--- config.mk ---
export PLATFORM = sky130hd
export DESIGN_NAME = url_percent_decoder
export DESIGN_NICKNAME = d
export VERILOG_FILES = /design/src/rtl/core/upd_pkg.sv /design/src/rtl/core/url_percent_decoder.sv
export VERILOG_INCLUDE_DIRS = /design/src /design/src/rtl/core
export SDC_FILE = /design/constraint.sdc
export NUM_CORES = 1
export LEC_CHECK = 0
export ABC_AREA = 1
export BUFFER_PORTS_ARGS = -buffer_cell sky130_fd_sc_hd__clkbuf_2
export CELL_PAD_IN_SITES_DETAIL_PLACEMENT = 1
export CELL_PAD_IN_SITES_GLOBAL_PLACEMENT = 1
export CORE_MARGIN = 2
export CORE_UTILIZATION = 46
export DETAILED_ROUTE_END_ITERATION = 8
export PLACE_DENSITY_LB_ADDON = 0.1
export RECOVER_POWER = 50
export SLEW_MARGIN = 5
export SYNTH_ARGS = -nofsm -noshare
export SYNTH_HDL_FRONTEND = slang
export SYNTH_SLANG_ARGS = --single-unit
--- constraint.sdc ---
create_clock -name clk -period 5.15 [get_ports clk]
set_clock_uncertainty 0.15 [all_clocks]
set_input_delay 1.545 -clock clk [delete_from_list [all_inputs] [get_ports clk]]
set_output_delay 1.545 -clock clk [all_outputs]
set_load 0.03 [all_outputs]
--- src/rtl/core/assert_macros.svh ---
// Assertion macros used by the RTL decoder.
`ifndef ASSERT_MACROS_SVH
`define ASSERT_MACROS_SVH

// Checks a property on every rising edge of clk outside of reset.
`define UPD_ASSERT(lbl, prop, msg) \
  lbl: assert property (@(posedge clk) disable iff (!rst_n) (prop)) else $error(msg);

// Checks that the consequent holds in the same cycle as the antecedent.
`define UPD_ASSERT_IMPL(lbl, ante, cons, msg) \
  lbl: assert property (@(posedge clk) disable iff (!rst_n) (ante) |-> (cons)) else $error(msg);

`endif

--- src/rtl/core/upd_pkg.sv ---
`default_nettype none

package upd_pkg;

  localparam logic [7:0] CH_PERCENT = 8'h25;
  localparam logic [7:0] CH_PLUS    = 8'h2B;
  localparam logic [7:0] CH_SPACE   = 8'h20;

  // Result queue depth and the width of its occupancy count.
  localparam int unsigned QDEPTH = 3;
  localparam int unsigned QCNT_W = 2;
  localparam int unsigned QIDX_W = 2;

  typedef enum logic [1:0] {
    ESC_IDLE  = 2'd0,
    ESC_PCT   = 2'd1,
    ESC_DIGIT = 2'd2
  } esc_phase_t;

  typedef struct packed {
    logic [7:0] data;
    logic       last;
  } res_t;

  typedef struct packed {
    logic       ok;
    logic [3:0] val;
  } hex_t;

  function automatic hex_t hex_decode(input logic [7:0] c);
    hex_t h;
    h.ok  = 1'b1;
    h.val = 4'h0;
    if (c >= 8'h30 && c <= 8'h39) begin
      h.val = 4'(c - 8'h30);
    end else if (c >= 8'h61 && c <= 8'h66) begin
      h.val = 4'(c - 8'h57);
    end else if (c >= 8'h41 && c <= 8'h46) begin
      h.val = 4'(c - 8'h37);
    end else begin
      h.ok = 1'b0;
    end
    return h;
  endfunction

  function automatic logic [7:0] plain_byte(input logic [7:0] c);
    return (c == CH_PLUS) ? CH_SPACE : c;
  endfunction

endpackage

`default_nettype wire

--- src/rtl/core/url_percent_decoder.sv ---
`default_nettype none
`include "assert_macros.svh"

// URL form decoder: takes one encoded byte per cycle while in_ready is high
// and produces the decoded stream, turning '+' into a space and "%XY" into
// one byte. Each byte is decoded in the cycle it is accepted and lands in a
// three-entry result queue, so the first result is visible in the cycle after
// its input beat. Input and output each move one beat per cycle when not held
// by back-pressure; the output port's single beat per cycle sets the rate. A
// '%' one byte before the end of a string yields two result beats, while the
// two digit bytes of an escape yield one beat for two input beats. in_ready
// depends only on the queue fill, never combinationally on out_ready.
module url_percent_decoder
  import upd_pkg::*;
(
  input  wire logic       clk,
  input  wire logic       rst_n,
  input  wire logic       in_valid,
  output logic            in_ready,
  input  wire logic [7:0] in_byte,
  input  wire logic       in_last,
  output logic            out_valid,
  input  wire logic       out_ready,
  output logic [7:0]      out_byte,
  output logic            out_last
);

  esc_phase_t         phase_r, phase_nxt;
  logic [7:0]         first_r, first_nxt;
  res_t               q_r   [QDEPTH];
  res_t               q_nxt [QDEPTH];
  logic [QCNT_W-1:0]  cnt_r, cnt_nxt;

  logic               in_fire;
  logic               out_fire;
  logic [1:0]         res_cnt;
  res_t               res0;
  res_t               res1;
  hex_t               hi_hex;
  hex_t               lo_hex;
  logic [QIDX_W-1:0]  base;

  assign in_fire  = in_valid && in_ready;
  assign out_fire = out_valid && out_ready;

  // Two free entries are needed before a beat may enter.
  assign in_ready  = (cnt_r <= QCNT_W'(1));
  assign out_valid = (cnt_r != '0);
  assign out_byte  = q_r[0].data;
  assign out_last  = q_r[0].last;

  assign hi_hex = hex_decode(first_r);
  assign lo_hex = hex_decode(in_byte);

  // Escape tracking.
  always_comb begin
    phase_nxt = phase_r;
    first_nxt = first_r;
    if (in_fire) begin
      unique case (phase_r)
        ESC_PCT: begin
          if (in_last) begin
            phase_nxt = ESC_IDLE;
          end else begin
            phase_nxt = ESC_DIGIT;
            first_nxt = in_byte;
          end
        end
        ESC_DIGIT: begin
          phase_nxt = ESC_IDLE;
        end
        default: begin
          phase_nxt = (in_byte == CH_PERCENT && !in_last) ? ESC_PCT : ESC_IDLE;
        end
      endcase
    end
  end

  // Results produced by the accepted beat.
  always_comb begin
    res_cnt   = 2'd0;
    res0.data = plain_byte(in_byte);
    res0.last = in_last;
    res1.data = plain_byte(in_byte);
    res1.last = 1'b1;
    if (in_fire) begin
      unique case (phase_r)
        ESC_PCT: begin
          if (in_last) begin
            res_cnt   = 2'd2;
            res0.data = CH_PERCENT;
            res0.last = 1'b0;
          end
        end
        ESC_DIGIT: begin
          res_cnt = 2'd1;
          if (!hi_hex.ok) begin
            res0.data = 8'h00;
          end else if (!lo_hex.ok) begin
            res0.data = {4'h0, hi_hex.val};
          end else begin
            res0.data = {hi_hex.val, lo_hex.val};
          end
        end
        default: begin
          if (!(in_byte == CH_PERCENT && !in_last)) begin
            res_cnt = 2'd1;
          end
        end
      endcase
    end
  end

  // Result queue: the head sits in entry 0, new results go behind the survivors.
  always_comb begin
    q_nxt = q_r;
    base  = cnt_r;
    if (out_fire) begin
      for (int i = 0; i < QDEPTH - 1; i++) begin
        q_nxt[i] = q_r[i+1];
      end
      base = cnt_r - QIDX_W'(1);
    end
    if (res_cnt != 2'd0) begin
      q_nxt[base] = res0;
    end
    if (res_cnt == 2'd2) begin
      q_nxt[base + QIDX_W'(1)] = res1;
    end
    cnt_nxt = cnt_r - QCNT_W'(out_fire) + QCNT_W'(res_cnt);
  end

  always_ff @(posedge clk) begin
    if (!rst_n) begin
      phase_r <= ESC_IDLE;
      first_r <= '0;
      cnt_r   <= '0;
    end else begin
      phase_r <= phase_nxt;
      first_r <= first_nxt;
      cnt_r   <= cnt_nxt;
    end
  end

  always_ff @(posedge clk) begin
    q_r <= q_nxt;
  end

  `UPD_ASSERT_IMPL(a_two_only_pct_last, res_cnt == 2'd2, phase_r == ESC_PCT && in_last, "two results outside a short escape")
  `UPD_ASSERT(a_last_clears_escape, in_fire && in_last |=> phase_r == ESC_IDLE, "escape left pending after last beat")
  `UPD_ASSERT(a_pct_to_digit, in_fire && phase_r == ESC_PCT && !in_last |=> phase_r == ESC_DIGIT, "first digit byte not captured")
  `UPD_ASSERT(a_pop_only, out_fire && !in_fire |=> cnt_r == $past(cnt_r) - QCNT_W'(1), "queue count off after pop")

endmodule

`default_nettype wire
== Yosys cells after proc, flatten, opt, wreduce, memory -nomap -nowiden ==
Index checks and enable logic that the tools add are counted.

* Register bits: 39
* Input port bits: 13

* Add/subtract/negate cells: 10
* $lt $le $gt $ge: 17
* Eq/ne operators: 5
* Mux-type cells: 36
* Bitwise logic cells: 3
* Reduce and logical (&&, ||, !) cells: 15

{| class="wikitable"
|+ Operators by type and width
! kind !! count
|-
| 27-bit bitwise mux || 2
|-
| 27-bit two-way mux || 2
|-
| 9-bit demux with 2-bit select || 2
|-
| 9-bit two-way mux || 4
|-
| 8-bit by 7-bit >= comparator with 1-bit output, second input constant || 4
|-
| 8-bit by 7-bit less-or-equal comparator with 1-bit output, second input constant || 4
|-
| 4-bit two-way mux || 6
|-
| 8-bit two-way mux || 3
|-
| 18-bit two-way mux || 1
|-
| 8-bit by 6-bit equality test with 1-bit output, second input constant || 2
|-
| 8-bit by 6-bit >= comparator with 1-bit output, second input constant || 2
|-
| 8-bit by 6-bit less-or-equal comparator with 1-bit output, second input constant || 2
|-
| 8-bit case mux with 2 select lines || 1
|-
| 4-bit by 3-bit subtractor with 4-bit output, second input constant || 4
|-
| 1-bit logical AND || 11
|-
| 1-bit two-way mux || 9
|-
| 2-bit two-way mux || 4
|-
| 2-bit case mux with 2 select lines || 2
|-
| 4-bit by 1-bit subtractor with 4-bit output, second input constant || 2
|-
| 3-bit >= comparator, second input constant || 2
|-
| 3-bit by 1-bit less-than comparator with 1-bit output, second input constant || 2
|-
| 2-bit inverter with 3-bit output || 2
|-
| 2-bit equality test, second input constant || 2
|-
| 2-bit nonzero test || 2
|-
| other kinds (9) || 9
|}

== Depth between registers and ports, before layout ==
Gate-level depths: netlist (run 1).

* Depth in word-level cells: 13
* Mapped depth: 15
* Depth with buffers taken out: 15

== Least setup slack after synthesis (run 1) ==
No wires, ideal clock.

* Path type: input port to flip-flop
* Start: in in_byte[1]
* End: reg cnt_r[1]
* Library setup time: 0.114 ns
* Arrival: 3.147 ns
* Path slack: 1.739 ns
* Stages on the path: 13
* Path buffers: 0
* Cells stage by stage: inv_1 -> ha_1 -> inv_1 -> nor3_2 -> a31oi_4 -> nand2_4 -> ha_1 -> inv_1 -> ha_1 -> xnor2_1 -> xor2_1 -> xor2_1 -> nor2_1

* Cells in the longest elaborated chain, start to end: 6

{| class="wikitable"
|+ RTL lines
! item !! line !! RTL
|-
| from (decl) || url_percent_decoder.sv:20 || <nowiki>input wire logic [7:0] in_byte,</nowiki>
|-
| 8-bit by 6-bit equality test with 1-bit output || url_percent_decoder.sv:106 || <nowiki>if (!(in_byte == CH_PERCENT && !in_last)) begin</nowiki>
|-
| 1-bit logical AND || url_percent_decoder.sv:106 ||
|-
| 1-bit two-way mux || url_percent_decoder.sv:106 ||
|-
| 2-bit case mux with 2 select lines || url_percent_decoder.sv:87 || <nowiki>unique case (phase_r)</nowiki>
|-
| 2-bit two-way mux || url_percent_decoder.sv:86 || <nowiki>if (in_fire) begin</nowiki>
|-
| 2-bit adder || url_percent_decoder.sv:130 || <nowiki>cnt_nxt = cnt_r - QCNT_W'(out_fire) + QCNT_W'(res_cnt);</nowiki>
|-
| to (signal assigned) || url_percent_decoder.sv:141 || <nowiki>cnt_r <= cnt_nxt;</nowiki>
|-
| to (decl) || url_percent_decoder.sv:32 || <nowiki>logic [QCNT_W-1:0] cnt_r, cnt_nxt;</nowiki>
|}

Every way passes these cells.
A chain may end at the register's enable or synchronous reset.

== Final worst setup path (run 1) ==
* Start: in out_ready
* End: reg cnt_r[1]

* Cells in the longest elaborated chain, start to end: 3

{| class="wikitable"
|+ RTL lines
! item !! line !! RTL
|-
| from (decl) || url_percent_decoder.sv:23 || <nowiki>input wire logic out_ready,</nowiki>
|-
| 1-bit logical AND || url_percent_decoder.sv:44 || <nowiki>assign out_fire = out_valid && out_ready;</nowiki>
|-
| 2-bit by 1-bit subtractor with 2-bit output || url_percent_decoder.sv:130 ||
|-
| 2-bit adder || url_percent_decoder.sv:130 ||
|}

Every way passes these cells.

==> flow_summary_export.csv, run 1 <==
group,metric,value,unit
finish,syn2layout_area_growth,4.358,%
yosys,synth_compound_area_frac,0.1636,
yosys,synth-edff-count,0,
outcome,status,"finished, final reports clean",
hold_path,worstHoldStart,"first_r[6]",
placed_design,dpl_cell_area,2895,µm²
critical_path,timing.rr.start,"cnt_r[1]",
clock_tree,ctsHoldBuffers,0,
clock_tree,cts_tree,"yes",
power,p_int,0.0007583,W
yosys,ys_top_cells_by_area,"dfxtp_1 (28%), nand2_1 (17%), ha_1 (5.3%), inv_1 (5.3%), a21oi_1 (5.2%)",
yosys,synth-adder-area-share,0.05336,
yosys,synth_xor_area_frac,0.01912,
yosys,synth-seq-cells,39,
die,core,5921,µm²
global_route,grt_start_max_net_pins,20,
finish,layout_common_cells,"nand2_1 (132), inv_1 (41), dfxtp_1 (39)",
clock_tree,clkSinkCount,39,
hold_path,whs_path_depth,2,
global_route,grt_use_total,0.2544,
global_route,grt_pass1_wl,12.97,mm
critical_path,setup.worst_path.end_class,"flop",
hold_path,hp-class,"reg2reg",
sta,finalSetupTns,0,ps
clock_tree,cts_buffers,5,
clock_tree,postCtsResizedCells,0,
sta,max_freq,276.3,MHz
yosys,yosys.area_share.simple,0.3477,
clock_tree,clk_latency,310,ps
hold_path,min_to,"first_r[6]",
drt,ant_nets,0,
sta,final_max_slew_viol_count,0,
critical_path,startpoint_type,"input port",
critical_path,path_class,"in2reg",
power,switching_share,0.4647,
sta,min_period,3619,ps
sta,fin_crit_sh,0.7027,
yosys,async_reset_ff_frac,0,
sta,hold_viol_final,0,
drt,vias_per_cell,5.151,
drt,wl_per_cell,15.27,µm
power,pwr_density_cell,482.4,nW/µm²
finish,drive_gt1_frac,0.1674,
finish,final_common_cell,"nand2_1",
clock_tree,postCtsSetupBuffers,0,
drt,drt_pass1_iterations,4,
power,p_clk_frac,0.156,
yosys,syn-num-nets,452,
yosys,muxShareOfSynthArea,0.01067,
yosys,ys_seq_area_frac,0.2775,
global_route,grt_pass1_vias,2631,
finish,final_util,0.4960,
critical_path,worstPathArrival,3670,ps
finish,diodes,0,
yosys,synthCells,427,
global_route,overflow,0,
critical_path,r2r-end,"cnt_r[1]",
sta,setup_viol,0,
yosys,synthesis.area,2814,µm²
critical_path,r2r_setup_slack,2180,ps
placed_design,hpwl,6.028,mm
yosys,synth_ff_type,"dfxtp_1",
drt,wirelength,7.895,mm
critical_path,crit_fanout,19,
run,max_cap_viol_count,0,
die,die_area,6759,µm²
critical_path,ff2ff_path_depth,12,
die,io_pins,24,
clock_tree,clockBufferDepth,2,
yosys,yosysWarningCount,0,
yosys,yosys.area.top_type,"dfxtp_1",
placed_design,port_buffers,23,
critical_path,worstPathRequired,5200,ps
yosys,synth_top_area_share,0.2775,
power,combPwrFrac,0.509,
yosys,synth_top_family_by_area,"simple AND/OR/NAND/NOR gates",
power,vdd_drop_max,0.0003025,V
sta,hold_slack,327.4,ps
die,die_w,82.22,µm
drt,dr.first_iter.drc_count,111,
placed_design,place.gp.congestion,0.8478,
die,row_count,28,
drt,via_count,2663,
drt,drc_errors,0,
sta,slew_headroom,0.5561,
yosys,ys_types,34,
clock_tree,h-tree-depth,2,
die,die_h,82.22,µm
yosys,avgSynthCellArea,6.590,µm²
finish,fin_area,2937,µm²
clock_tree,cts_root_buf,"clkbuf_8",
power,p_seq_frac,0.336,
power,switchingPower,0.0006582,W
power,p_total,0.001416,W
sta,rsz0062_at_grt,"false",
die,initial_utilization,0.4753,
power,leakage,1.445,nW
global_route,antenna_found_initial,0,
clock_tree,path_clk_slew,80,ps
finish,final_nets,466,
sta,worstMarginPinSlew,664.2,ps
[worst max-delay path by stage]
stage               start        to  slack (ps)  depth (start not counted)
6_report        out_ready  cnt_r[1]        1530                         10
5_1_grt         out_ready  cnt_r[1]        1330                         10
4_1_cts         out_ready  cnt_r[1]        1560                         10
3_5_place_dp    out_ready  cnt_r[1]        1240                         10
3_3_place_gp    out_ready  cnt_r[1]        1260                         10
2_1_floorplan  in_byte[1]  cnt_r[1]        1740                         13
[area by class of cell]
class	count	area (µm²)
clock buffer	6	72.57
clock inverter	2	12.51
fill	831	2984
inverter	62	232.7
multi-input combinational	310	1643
sequential	39	780.7
tap	75	93.84
timing repair buffer	23	101.3
[kinds of logic (layout without fill, tap and decap cells)]
logic type	Yosys count	count (layout)
multiplexers	3	3
XOR/XNOR	4	4
flip-flops	39	39
buffers and inverters	78	93
AND/OR/NAND/NOR	213	213
AO/OA/AOI/OAI	78	78
adder cells (fa/ha/maj)	12	12
[flip-flops by register name, indices dropped and copies added, names as in the netlist]
signal and flops:
cnt_r 2, first_r 8, out_byte 8, out_last 1
phase_r 2, q_r 18
[per-layer routing]
layer,global-route usage,share of wire,vias to the layer above
met4,0.05667,0.0096,0
li1,-,-,1366
met5,0,0,-
met1,0.3338,0.48,1253
met2,0.4411,0.48,38
met3,0.03478,0.031,6
[power groups by stage]
stage | Clock [W] | Sequential [W] | Combinational (W)
global route | 0.000237 | 0.000489 | 0.000815
global placement | 0 | 0.000479 | 0.000719
floorplan | 0 | 0.000473 | 0.000649
finish | 0.000220 | 0.000476 | 0.000720
CTS | 0.000225 | 0.000477 | 0.000748
detailed placement | 0 | 0.000484 | 0.000745
[critical path, stage by stage]
cell	delay, ps
clkbuf_2	100
nand2_4	230
clkinv_1	520
ha_1	490
inv_1	40
ha_1	170
xnor2_1	160
xor2_1	190
xor2_1	160
nor2_1	50
[cells in the mapped netlist, types with 3 or more instances]
master / number
buf_4: 10
nand2_1: 128
inv_2: 20
nand2_2: 8
nor2_2: 4
nor2_4: 4
nand2_4: 5
buf_6: 4
nor2_1: 30
inv_1: 40
ha_1: 12
o21ai_0: 17
a21oi_1: 29
dfxtp_1: 39
nand3_1: 27
mux2i_1: 3
a21oi_2: 12
o21ai_1: 15
[metrics by stage]
stage | worst slack [ps] | instances
floorplan | 1739 | 427
global placement | 1261 | 509
detailed placement | 1236 | 509
CTS | 1558 | 517
global route | 1332 | 517
finish | 1531 | 517
(Power assumes the default switching activity.)
==> run 2: changes to the inputs <==
--- a/config.mk
+++ b/config.mk
@@ -11,7 +11,7 @@
 export CELL_PAD_IN_SITES_DETAIL_PLACEMENT = 1
 export CELL_PAD_IN_SITES_GLOBAL_PLACEMENT = 1
 export CORE_MARGIN = 2
-export CORE_UTILIZATION = 46
+export CORE_UTILIZATION = 39
 export DETAILED_ROUTE_END_ITERATION = 8
 export PLACE_DENSITY_LB_ADDON = 0.1
 export RECOVER_POWER = 50
==> constraint.sdc (replaced) <==
create_clock -name clk -period 2.9 [get_ports clk]
set_clock_uncertainty 0.15 [all_clocks]
set_input_delay 0.87 -clock clk [delete_from_list [all_inputs] [get_ports clk]]
set_output_delay 0.87 -clock clk [all_outputs]
set_load 0.03 [all_outputs]
==> run 2 against run 1 <==
  * Power increased by 80%
  * Flip-flop and latch count unchanged
  * Sequential share of layout area decreased by 1.4 points
  * Combinational power increased by 85%
  * Wire length increased by 0.38%
  * Non-clock buffer count increased by 15
  * Via count increased by 2.8%
  * Clock power increased by 72%
  * Register-to-register slack got worse by 1800 ps
  * Critical endpoint unchanged
  * Largest power group unchanged
==> flow_summary_export.csv, run 2 (synthesis results as in run 1) <==
group,metric,value,unit
sta,rsz0062_at_grt,"false",
global_route,grt_pass1_wl,13.79,mm
hold_path,hp-class,"reg2reg",
clock_tree,h-tree-depth,2,
clock_tree,clk_latency,300,ps
die,die_h,88.94,µm
die,die_w,88.94,µm
sta,fin_crit_sh,0.9127,
clock_tree,cts_tree,"yes",
clock_tree,postCtsResizedCells,0,
die,initial_utilization,0.4074,
sta,worstMarginPinSlew,503.8,ps
sta,finalSetupTns,0,ps
critical_path,crit_fanout,2,
power,vdd_drop_max,0.0003567,V
power,p_clk_frac,0.149,
drt,dr.first_iter.drc_count,129,
outcome,status,"finished, final reports clean",
finish,diodes,0,
global_route,grt_start_max_net_pins,19,
placed_design,hpwl,6.447,mm
sta,min_period,2647,ps
finish,layout_common_cells,"nand2_1 (130), inv_1 (41), dfxtp_1 (39)",
sta,hold_slack,326.5,ps
critical_path,crit_path_cell_trace,"clkbuf_2, inv_1, ha_1, inv_1, nor3_1, a31oi_4, nand2_4, ha_1, inv_1, ha_1, xnor2_1, xor2_1, xor2_1, nor2_1",
die,row_count,30,
finish,fin_area,3095,µm²
finish,drive_gt1_frac,0.1947,
clock_tree,clockBufferDepth,2,
critical_path,crit_family,"adder cells",
finish,final_cells,553,
clock_tree,ctsHoldBuffers,0,
critical_path,path_class,"in2reg",
placed_design,dp.cells,545,
global_route,antenna_found_initial,0,
drt,wl_per_cell,14.33,µm
sta,slew_headroom,0.6638,
critical_path,setup.worst_path.end_class,"flop",
power,leakage,1.525,nW
drt,vias_per_cell,4.949,
die,core,6907,µm²
finish,largest_register_ffs,18,
global_route,grt_use_total,0.2264,
clock_tree,postCtsSetupBuffers,0,
critical_path,startpoint_type,"input port",
clock_tree,path_clk_slew,80,ps
sta,hold_viol_final,0,
power,pwr_density_cell,824.6,nW/µm²
placed_design,dpl_cell_area,3047,µm²
clock_tree,cts_root_buf,"clkbuf_8",
run,max_cap_viol_count,0,
global_route,grt_pass1_vias,2849,
placed_design,port_buffers,23,
die,die_area,7910,µm²
sta,final_max_slew_viol_count,0,
drt,wirelength,7.925,mm
power,p_int,0.001381,W
finish,final_common_cell,"nand2_1",
sta,max_freq,377.8,MHz
power,switching_share,0.4589,
placed_design,place.gp.congestion,0.8405,
drt,drt_pass1_iterations,4,
finish,nFillCells,992,
critical_path,max_stage_delay,250,ps
finish,top_register,"q_r",
power,switchingPower,0.001171,W
sta,setup_viol,0,
global_route,overflow,0,
critical_path,worstPathArrival,2690,ps
critical_path,path_buf_inv,4,
finish,syn2layout_area_growth,10.00,%
drt,via_count,2737,
critical_path,worstPathRequired,2940,ps
clock_tree,clkSinkCount,39,
critical_path,critPathSlowestCell,"nor3_1",
drt,drc_errors,0,
drt,ant_nets,0,
clock_tree,cts_buffers,5,
power,combPwrFrac,0.522,
die,io_pins,24,
finish,final_nets,481,
power,p_seq_frac,0.329,
run 2: changes by cell type in the layout (fill, tap and decap cells not counted), sizes merged:
cell	previous run	this run
buf	0	13
clkbuf	29	31
run 2: worst register-to-register path, stage by stage (launching register included):
cell and delay [ps]:
dfxtp_1 340, inv_1 90, ha_1 190, inv_1 50, nand2_1 60, nand2_1 160, clkbuf_1 290, inv_1 90
nand4_1 210, inv_2 90, nand2_2 130, clkbuf_1 350, nand3_1 130, nand3_1 110, inv_1 50
run 2: cell type report:
type / count / area [µm²] / share of cell area
clock buffer: 6 / 72.57 / 0.02344
sequential: 39 / 780.7 / 0.2522
multi-input combinational: 310 / 1657 / 0.5352
inverter: 62 / 232.7 / 0.07518
tap: 96 / 120.1 / 0.03880
clock inverter: 2 / 12.51 / 0.004042
timing repair buffer: 38 / 220.2 / 0.07114
run 2: path summary, 6_finish.rpt:
check                                   to       start  cells after the start  slack [ps]
worst max-delay path              cnt_r[1]  in_byte[1]                     14         250
worst min-delay path            first_r[6]  first_r[6]                      2         330
worst max register to register      q_r[2]    cnt_r[1]                     14         350
worst min register to register  first_r[6]  first_r[6]                      2         330
run 2: per-layer routing:
metal,track usage,up-vias,part of all wire
met3,0.02862,8,0.025
li1,-,1405,-
met2,0.4003,28,0.49
met1,0.2925,1296,0.47
met4,0.05834,0,0.012
met5,0,-,0
run 2: power by group through the flow:
stage          sequential, W  clock [W]  combinational [W]
2_1_floorplan       0.000841          0            0.00115
3_3_place_gp        0.000847          0            0.00132
3_5_place_dp        0.000856          0            0.00137
5_1_grt             0.000864   0.000409            0.00152
4_1_cts             0.000844   0.000392            0.00138
6_report            0.000840   0.000379            0.00133
run 2: stage by stage:
step | total power [W] | setup WS [ps] | util
4_1_cts | 0.002613 | 248.9 | 0.4534
2_1_floorplan | 0.001993 | 163.8 | -
6_report | 0.002552 | 253.3 | 0.4482
3_3_place_gp | 0.002164 | 12.29 | 0.4411
3_5_place_dp | 0.002229 | -56.41 | 0.4411
5_1_grt | 0.002791 | 62.10 | 0.4482
==> run 3: changes to the inputs <==
--- a/config.mk
+++ b/config.mk
@@ -11,7 +11,7 @@
 export CELL_PAD_IN_SITES_DETAIL_PLACEMENT = 1
 export CELL_PAD_IN_SITES_GLOBAL_PLACEMENT = 1
 export CORE_MARGIN = 2
-export CORE_UTILIZATION = 39
+export CORE_UTILIZATION = 43
 export DETAILED_ROUTE_END_ITERATION = 8
 export PLACE_DENSITY_LB_ADDON = 0.1
 export RECOVER_POWER = 50
==> constraint.sdc (replaced) <==
create_clock -name clk -period 2.55 [get_ports clk]
set_clock_uncertainty 0.15 [all_clocks]
set_input_delay 0.765 -clock clk [delete_from_list [all_inputs] [get_ports clk]]
set_output_delay 0.765 -clock clk [all_outputs]
set_load 0.03 [all_outputs]
==> run 3 against run 2 <==
  * Count of clock-buffer cells in the layout did not move
  * Wire length rose by 3.7%
  * Via count rose by 2.1%
  * Die area fell by 8.9%
  * Global-route usage rose by 1.5 points
  * Sequential power rose by 14%
  * Critical path depth did not move
  * Critical endpoint unchanged
  * Largest cell class unchanged
==> flow_summary_export.csv, run 3 (synthesis results as in run 1) <==
group,metric,value,unit
clock_tree,cts_root_buf,"clkbuf_8",
die,core,6350,µm²
hold_path,hp-class,"reg2reg",
critical_path,crit_fanout,2,
outcome,status,"finished, final reports clean",
critical_path,critPathSlowestCell,"ha_4",
die,die_w,84.90,µm
drt,wl_per_cell,15.08,µm
drt,drc_errors,0,
power,vdd_drop_max,0.0004818,V
power,leakage,1.591,nW
sta,hold_viol_final,0,
die,initial_utilization,0.4432,
die,io_pins,24,
finish,final_nets,492,
critical_path,startpoint_type,"input port",
critical_path,setup.worst_path.end_class,"flop",
critical_path,path_class,"in2reg",
global_route,grt_use_total,0.2411,
sta,setup_viol,0,
placed_design,hpwl,6.369,mm
sta,rsz0062_at_grt,"false",
clock_tree,clockBufferDepth,2,
sta,final_max_slew_viol_count,0,
critical_path,cpMostUsedCell,"ha_4",
clock_tree,clkSinkCount,39,
drt,drt_pass1_iterations,4,
finish,layout_common_cells,"nand2_1 (129), inv_1 (38), dfxtp_1 (38)",
run,max_cap_viol_count,0,
global_route,grt_pass1_vias,2922,
finish,final_common_cell,"nand2_1",
die,die_h,84.90,µm
drt,wirelength,8.218,mm
placed_design,dp.cells,535,
drt,via_count,2795,
finish,syn2layout_area_growth,15.16,%
drt,dr.first_iter.drc_count,76,
die,die_area,7207,µm²
global_route,grt_start_max_net_pins,19,
placed_design,port_buffers,23,
drt,ant_nets,0,
clock_tree,cts_buffers,5,
global_route,antenna_found_initial,0,
sta,fin_crit_sh,0.9613,
critical_path,worstPathRequired,2590,ps
sta,min_period,2451,ps
finish,diodes,0,
finish,drive_gt1_frac,0.2436,
sta,hold_slack,327.8,ps
drt,vias_per_cell,5.128,
clock_tree,clk_latency,290,ps
critical_path,worstPathArrival,2490,ps
global_route,overflow,0,
critical_path,max_stage_delay,260,ps
clock_tree,path_clk_slew,80,ps
sta,fin_ws,98.74,ps
finish,largest_register_ffs,18,
clock_tree,cts_tree,"yes",
sta,slew_headroom,0.7316,
placed_design,place_worst_setup_slack,-256.2,ps
sta,max_freq,408.0,MHz
sta,worstMarginPinSlew,401.2,ps
die,row_count,29,
finish,final_cells,545,
power,pwr_density_cell,916.5,nW/µm²
finish,top_register,"q_r",
placed_design,place.gp.congestion,0.8348,
global_route,grt_pass1_wl,13.92,mm
clock_tree,h-tree-depth,2,
critical_path,crit_path_cell_trace,"clkbuf_2, inv_6, ha_4, inv_2, nor3_4, a31oi_4, nand2_4, ha_4, inv_2, ha_4, xnor2_2, xor2_1, xor2_1, nor2_1",
run 3: cell types whose count changed in the layout (fill, tap and decap cells not counted), moves of 2 or more:
cell | previous run | this run
clkbuf_1 | 13 | 11
inv_1 | 41 | 38
inv_2 | 19 | 21
ha_1 | 12 | 8
nand2_2 | 6 | 8
buf_4 | 12 | 25
ha_4 | 0 | 4
run 3: area by class of cell:
type	instances	area [µm²]
fill	870	3109
multi-input combinational	310	1729
sequential	39	782.0
timing repair buffer	49	310.3
inverter	62	237.7
tap	77	96.34
clock buffer	6	72.57
clock inverter	2	12.51
run 3: power by group:
| part | total (W) | internal [W] | leakage, nW | switching, W |
|---|---|---|---|---|
| Clock | 0.000426 | 0.000192 | 0.0412 | 0.000234 |
| Sequential | 0.000958 | 0.000848 | 0.325 | 0.000110 |
| Combinational | 0.00159 | 0.000573 | 1.22 | 0.00101 |
run 3: worst paths after layout:
kind              start  depth (start not counted)  slack, ps         end
min reg2reg  first_r[6]                          2        330  first_r[6]
max          in_byte[1]                         14        100    cnt_r[1]
max reg2reg  phase_r[0]                         13        180    cnt_r[1]
min          first_r[6]                          2        330  first_r[6]
run 3: timing repair:
item | in CTS | in global routing
hold buffers | 0 | 0
pin swaps | 0 | 1
hold endpoints to repair | 0 | 0
resized for setup | 0 | 2
setup endpoints to repair | 1 | 1
buffers inserted | 1 | 1
run 3: metal layers:
layer	vias to the layer above	part of all wire	GRT usage
met5	-	0	0
met4	0	0.016	0.06061
met3	11	0.028	0.03405
met2	41	0.49	0.4273
met1	1323	0.47	0.3091
li1	1420	-	-
run 3: stage by stage:
stage / total power (W) / area, µm² / utilization / TNS [ps]
after detailed placement: 0.002573 / 3147 / 0.4956 / -285.3
after floorplan: 0.002303 / 2872 / - / 0
after global routing: 0.003227 / 3241 / 0.5103 / 0
after CTS: 0.003010 / 3239 / 0.5101 / 0
final: 0.002970 / 3241 / 0.5103 / 0
after global placement: 0.002500 / 3147 / 0.4956 / -175.8
run 3: worst max-delay path, delay by kind of cell:
kind / cells / cell delay (ps)
adders and majority gates: 3 / 560
buffers and inverters: 4 / 290
xor gates and xnor gates: 3 / 510
AOI/OAI and AO/OA: 1 / 170
and+or+nand+nor: 3 / 200
